[config.mk]
export PLATFORM = sky130hd
export DESIGN_NAME = dpr_div
export DESIGN_NICKNAME = d
export VERILOG_FILES = /design/src/rtl/core/dpr_div.sv
export SDC_FILE = /design/constraint.sdc
export NUM_CORES = 1
export LEC_CHECK = 0
export ABC_AREA = 1
export BUFFER_PORTS_ARGS = -buffer_cell sky130_fd_sc_hd__buf_2
export CAP_MARGIN = 0
export CORE_MARGIN = 2
export CORE_UTILIZATION = 40
export DETAILED_ROUTE_END_ITERATION = 7
export PLACE_DENSITY = 0.67
export SYNTH_ARGS = -nofsm -noshare
export SYNTH_HDL_FRONTEND = slang
export SYNTH_SLANG_ARGS = --single-unit
[constraint.sdc]
create_clock -name clk_i -period 6.1 [get_ports clk_i]
set_clock_uncertainty 0.15 [all_clocks]
set_input_delay 0.61 -clock clk_i [delete_from_list [all_inputs] [get_ports clk_i]]
set_output_delay 0.61 -clock clk_i [all_outputs]
set_load 0.05 [all_outputs]
[src/rtl/core/dpr_div.sv]
// Pipelined restoring divider with a fixed stage count and a sideband that travels along.
module dpr_div #(
  parameter int unsigned N = 15,
  parameter int unsigned M = 8,
  parameter int unsigned P = 4,
  parameter int unsigned W = 1
) (
  input  logic         clk_i,
  input  logic         rst_ni,
  input  logic         en_i,
  input  logic [N-1:0] dividend_i,
  input  logic [M-1:0] divisor_i,
  input  logic [W-1:0] side_i,
  output logic [N-1:0] quot_o,
  output logic [W-1:0] side_o
);

  localparam int unsigned S = (N + P - 1) / P;

  logic [M+N-1:0] acc_q [P];
  logic [M+N-1:0] acc_d [P];
  logic [M-1:0]   div_q [P];
  logic [W-1:0]   side_q [P];
  logic [M+N-1:0] src_acc [P];
  logic [M-1:0]   src_div [P];
  logic [W-1:0]   src_side [P];

  for (genvar p = 0; p < P; p++) begin : g_stage
    if (p == 0) begin : g_first
      assign src_acc[p]  = {{M{1'b0}}, dividend_i};
      assign src_div[p]  = divisor_i;
      assign src_side[p] = side_i;
    end else begin : g_next
      assign src_acc[p]  = acc_q[p-1];
      assign src_div[p]  = div_q[p-1];
      assign src_side[p] = side_q[p-1];
    end

    always_comb begin
      logic [M+N-1:0] a;
      logic [M:0]     top;
      logic           qbit;
      a    = src_acc[p];
      top  = '0;
      qbit = 1'b0;
      for (int k = 0; k < S; k++) begin
        if (p * S + k < N) begin
          top  = a[M+N-1:N-1];
          qbit = 1'b0;
          if (top >= {1'b0, src_div[p]}) begin
            top  = top - {1'b0, src_div[p]};
            qbit = 1'b1;
          end
          a = {top[M-1:0], a[N-2:0], qbit};
        end
      end
      acc_d[p] = a;
    end

    always_ff @(posedge clk_i) begin
      if (en_i) begin
        acc_q[p] <= acc_d[p];
        div_q[p] <= src_div[p];
      end
    end

    always_ff @(posedge clk_i or negedge rst_ni) begin
      if (!rst_ni) begin
        side_q[p] <= '0;
      end else if (en_i) begin
        side_q[p] <= src_side[p];
      end
    end
  end

  assign quot_o = acc_q[P-1][N-1:0];
  assign side_o = side_q[P-1];

endmodule

Word-level counts from Yosys, hierarchy flattened
Memory sizes are Yosys's and may differ from the RTL's.
Cells that the tools add are included.
- bits in registers: 4
- memory bits (writable): 124
- input bits: 27
- output and inout port bits: 16
- word-level logic and storage cells: 68
- memories kept: 2
- memory list (memory ; words ; width ; read ports ; clocked after Yosys merged registers in ; write ports ; line ; text):
    acc_q ; 4 ; 23 ; 4 ; 0 ; 4 ; 20 ; logic [M+N-1:0] acc_q [P];
    div_q ; 4 ; 8 ; 3 ; 0 ; 4 ; 22 ; logic [M-1:0] div_q [P];
- add/subtract/negate cells: 15
- $lt $le $gt $ge: 15
- muxes and demuxes: 32
- operator list (operator ; count):
    $ge 9x8->1 ; 14
    $mux 8 ; 15
    $sub 8x8->8 ; 14
    $mux 1 ; 17
    $ge 1x8->1 ; 1
    $sub 1x8->8 ; 1

Logic depth before layout (Yosys ltp)
An unclocked memory read counts as a cell.
- depth in word-level cells: 9
- depth in mapped cells: 46
- depth with buffers taken out: 43

Worst setup path before layout
OpenSTA, ideal clock, no wires.
- path type: register -> register
- start: mem div_q[1][1]
- end: mem acc_q[2][16] (netlist bit), data pin
- data arrival time: 5889 ps
- required time: 5698 ps
- path slack: -191 ps
- stages on the path, launching flop included: 41
- path buffers: 3
- period minus slack after synthesis: 6291 ps
- cells stage by stage: edfxtp_1 inv_1 ha_1 nand2_1 nor2_1 nand2_1 nand3_2 nand2_2 nand2_2 buf_6 or2_1 nand2_1 inv_1 ha_1 a21oi_1 a21boi_0 nand2_1 a21oi_2 [5 not listed] inv_1 o311ai_0 nand2_1 nand4_2 buf_6 nand2_1 o21ai_1 ha_1 nand3_1 nand2_1 nand4_1 o211ai_1 nand2_1 nand3_1 a21oi_1 nand2_2 nand2_1 nand2_1
- RTL lines (item ; line):
    from (decl) ; 22
    to (decl) ; 20

==> key figures <==
Detailed routing
  – Drt pass-1 iters: 5
  – Vias per inst: slightly below 5
  – Routed WL: between 20 and 30 mm
  – Routed len/inst: ~14 um
  – DRC viols: 0
  – Routed Antenna Nets: 0
  – DR vias: ~9k
  – Iteration-0 DRC count of the detailed router: roughly 340

Clocking
  – CTS tree: done
  – Clock Path Buffers: 2
  – Worst-skew pair later-pin latency: around 360 ps
  – Root buf cell: clkbuf_16
  – Cts bufs inserted: 9
  – H-tree lvl count: 3
  – Clock transition at path regs: around 70 ps
  – Clock Sink Count: between 100 and 150

Global route
  – Congestion Overflow GR: 0
  – Largest net degree at the start of global routing: 67
  – First-pass GRT wire length: 38.6 mm
  – Vias in the first global route: approximately 8.2k
  – Gr usage total: between 10% and 20%
  – Antenna violations before repair: 0

Critical path
  – Reg2reg start: acc_q[0][16]$_DFFE_PP_
  – WP data required: roughly 6200 ps
  – Crit path top cell by count: nand2_2
  – CP arrival: approximately 6100 ps
  – CP Launch Type: flop
  – Critical Path Sink Type: flop
  – Capturing point of the worst reg2reg path: acc_q[1][16]$_DFFE_PP_
  – Setup slack, reg-to-reg: roughly 100 ps
  – Worst Reg-to-Reg Cells: 39
  – Worst Setup EP: acc_q[1][16]$_DFFE_PP_
  – Slowest cell delay on critical path: between 400 and 500 ps
  – Max stage delay cell, worst path: edfxtp_1
  – Worst Setup SP: acc_q[0][16]$_DFFE_PP_
  – Setup CP Type: flop to flop
  – Worst-path fanout max: 8

Logic synthesis
  – Post-Synthesis Cells: around 1.2k
  – Top cells by area, synth: edfxtp_1 34%, ha_1 15%, nand2_1 12%
  – Post-Syn Area: roughly 0.0096 mm2
  – Post-Synth Simple-Gate Area: a little under a quarter
  – Yosys top cell area share: around a third
  – Post-synth EDFFs: 108
  – Compound-Gate Fraction of Synth Area: 10.9%
  – Adder-cell share of the synthesized area: between 10% and 20%
  – Ys flop type: edfxtp_1
  – Yosys top cell by area: edfxtp_1
  – Syn_area_per_cell: ~8.3 um2
  – Main combinational cell family by area after synthesis: simple AND/OR/NAND/NOR gates
  – Post-synthesis mux area share: 0%
  – YS warnings: 0
  – FF+latch count, synth: ~110
  – Number of distinct library cells after synthesis: around 50
  – Fraction of registers with async set/reset: 3.57%
  – Register area share after synthesis: a little over a third
  – Synthesized Nets: 1313
  – Post-Synth XOR/XNOR Area: 5.65%

Floorplanning
  – Die height: roughly 160 um
  – # IOs: 43
  – Initial Utilization: between 40% and 50%
  – Rows: 56
  – Full die area: approximately 0.025 mm2
  – Die width: between 150 and 200 um
  – Core area: 0.0235 mm2

Cells and area
  – Share of layout cells above drive strength 1: a little under two fifths
  – Area of the multi-input gates: around 0.0066 mm2
  – Syn-to-layout area delta: 40.2%
  – Sequential cell area: between 0.003 and 0.004 mm2
  – Number of diodes: 0
  – Most common cell after layout, fill and taps aside: nand2_1
  – Filler cells: 2089
  – Fin nets: 1618
  – Commonest non-fill, non-tap cells in the layout: 265 x nand2_1, 245 x buf_4, 147 x inv_1

Timing
  – Worst Tran Pin Value: 817 ps
  – Relative slew slack: 45.5%
  – Fin crit share: between 90% and 100%
  – Hold Fails Final Rpt: 0
  – F_max: 167 MHz
  – Minimum clock period: roughly 6000 ps
  – Slew Viols, Final: 0
  – Final worst setup slack: 105 ps
  – RSZ-0062 raised after global routing: yes
  – Final Setup Violations: 0

Place
  – GPL Wtd Cong: ~0.91
  – PortBufs: between 40 and 50
  – Post-DP HPWL: around 19 mm
  – Post-place setup slack: -458 ps

Status
  – Status: completed

Flow run
  – MaxCap Viol Count: 0

Min path
  – HP Class: flop to flop
[final cells by class]
cell class                      instances  share of cell area, %
Multi-Input combinational cell        870                   48.9
Sequential cell                       112                   24.8
Timing Repair Buffer                  297                   16.1
Inverter                              174                   4.87
Tap cell                              319                   2.96
Clock buffer                           10                   1.77
Clock inverter                          6                  0.669
[cell usage after synthesis (all sizes together), types with 13 or more instances]
library cell and instances:
a21oi 100, edfxtp 108, fa 13, ha 114, inv 174, nand2 316, nand3 53, nand4 26
nor2 72, o21ai 53, or2 13, xnor2 24, xor2 38
[state kept, by name, summed over array words and instances (netlist names)]
name and count:
acc_q 84, div_q 24, side_q 3, side_o 1
[through the flow]
stage          TNS [ps]  area [um2]  utilization [%]  hold WS, ps  std cells
3_3_place_gp      -4800       11800             50.1          252       1727
3_5_place_dp      -6740       11800             50.1          256       1727
2_1_floorplan         0        9610                -          164       1159
6_report              0       13500             57.2          269       1788
5_1_grt           -3260       13500             57.2          265       1788
4_1_cts           -16.1       12300             52.3          262       1751
[worst min-delay path by stage]
stage | start | endpoint | cells past startpoint
6_report | acc_q[2][5]$_DFFE_PP_ | acc_q[3][8]$_DFFE_PP_ | 0
5_1_grt | dividend_i[3] | acc_q[0][7]$_DFFE_PP_ | 1
4_1_cts | dividend_i[4] | acc_q[0][8]$_DFFE_PP_ | 1
3_5_place_dp | acc_q[2][5]$_DFFE_PP_ | acc_q[3][8]$_DFFE_PP_ | 0
3_3_place_gp | acc_q[2][7]$_DFFE_PP_ | acc_q[3][10]$_DFFE_PP_ | 0
2_1_floorplan | rst_ni | side_o$_DFFE_PN0P_ | 0
[worst max-delay path: cells and delay by family (launching register included)]
family / cells / cell delay [ps]
AOI/OAI and AO/OA: 10 / 1330
adders and majority gates: 4 / 1170
buffers and inverters: 6 / 790
DFF: 1 / 460
and+or+nand+nor: 19 / 1920
[repair_timing]
item	4_1_cts	5_1_grt
buffers inserted	4	33
endpoints found under the setup margin	26	27
endpoints found under the hold margin	4	0
pin swaps	9	84
gates resized for setup	30	173
hold buffers	1	0
cloned	3	4
[cell families after synthesis]
family          Yosys count
compound gates          178
xor+xnor                 62
fa+ha+maj               127
flops                   112
buf+inv                 184
simple gates            496
[metal layers]
layer  vias up  wire length (um)  share of wire (%)  GRT usage (%)
li1       4502                 -                  -              -
met1      4119             10800                 43           23.6
met2       152             13100                 52           33.2
met3        44               882                3.5           2.45
met4         0               554                2.2           5.91
met5         -                 0                  0              0
Power is left out: the tool's default activity adds up to more than one toggle a clock period on the data nets, which glitch-free logic cannot reach.
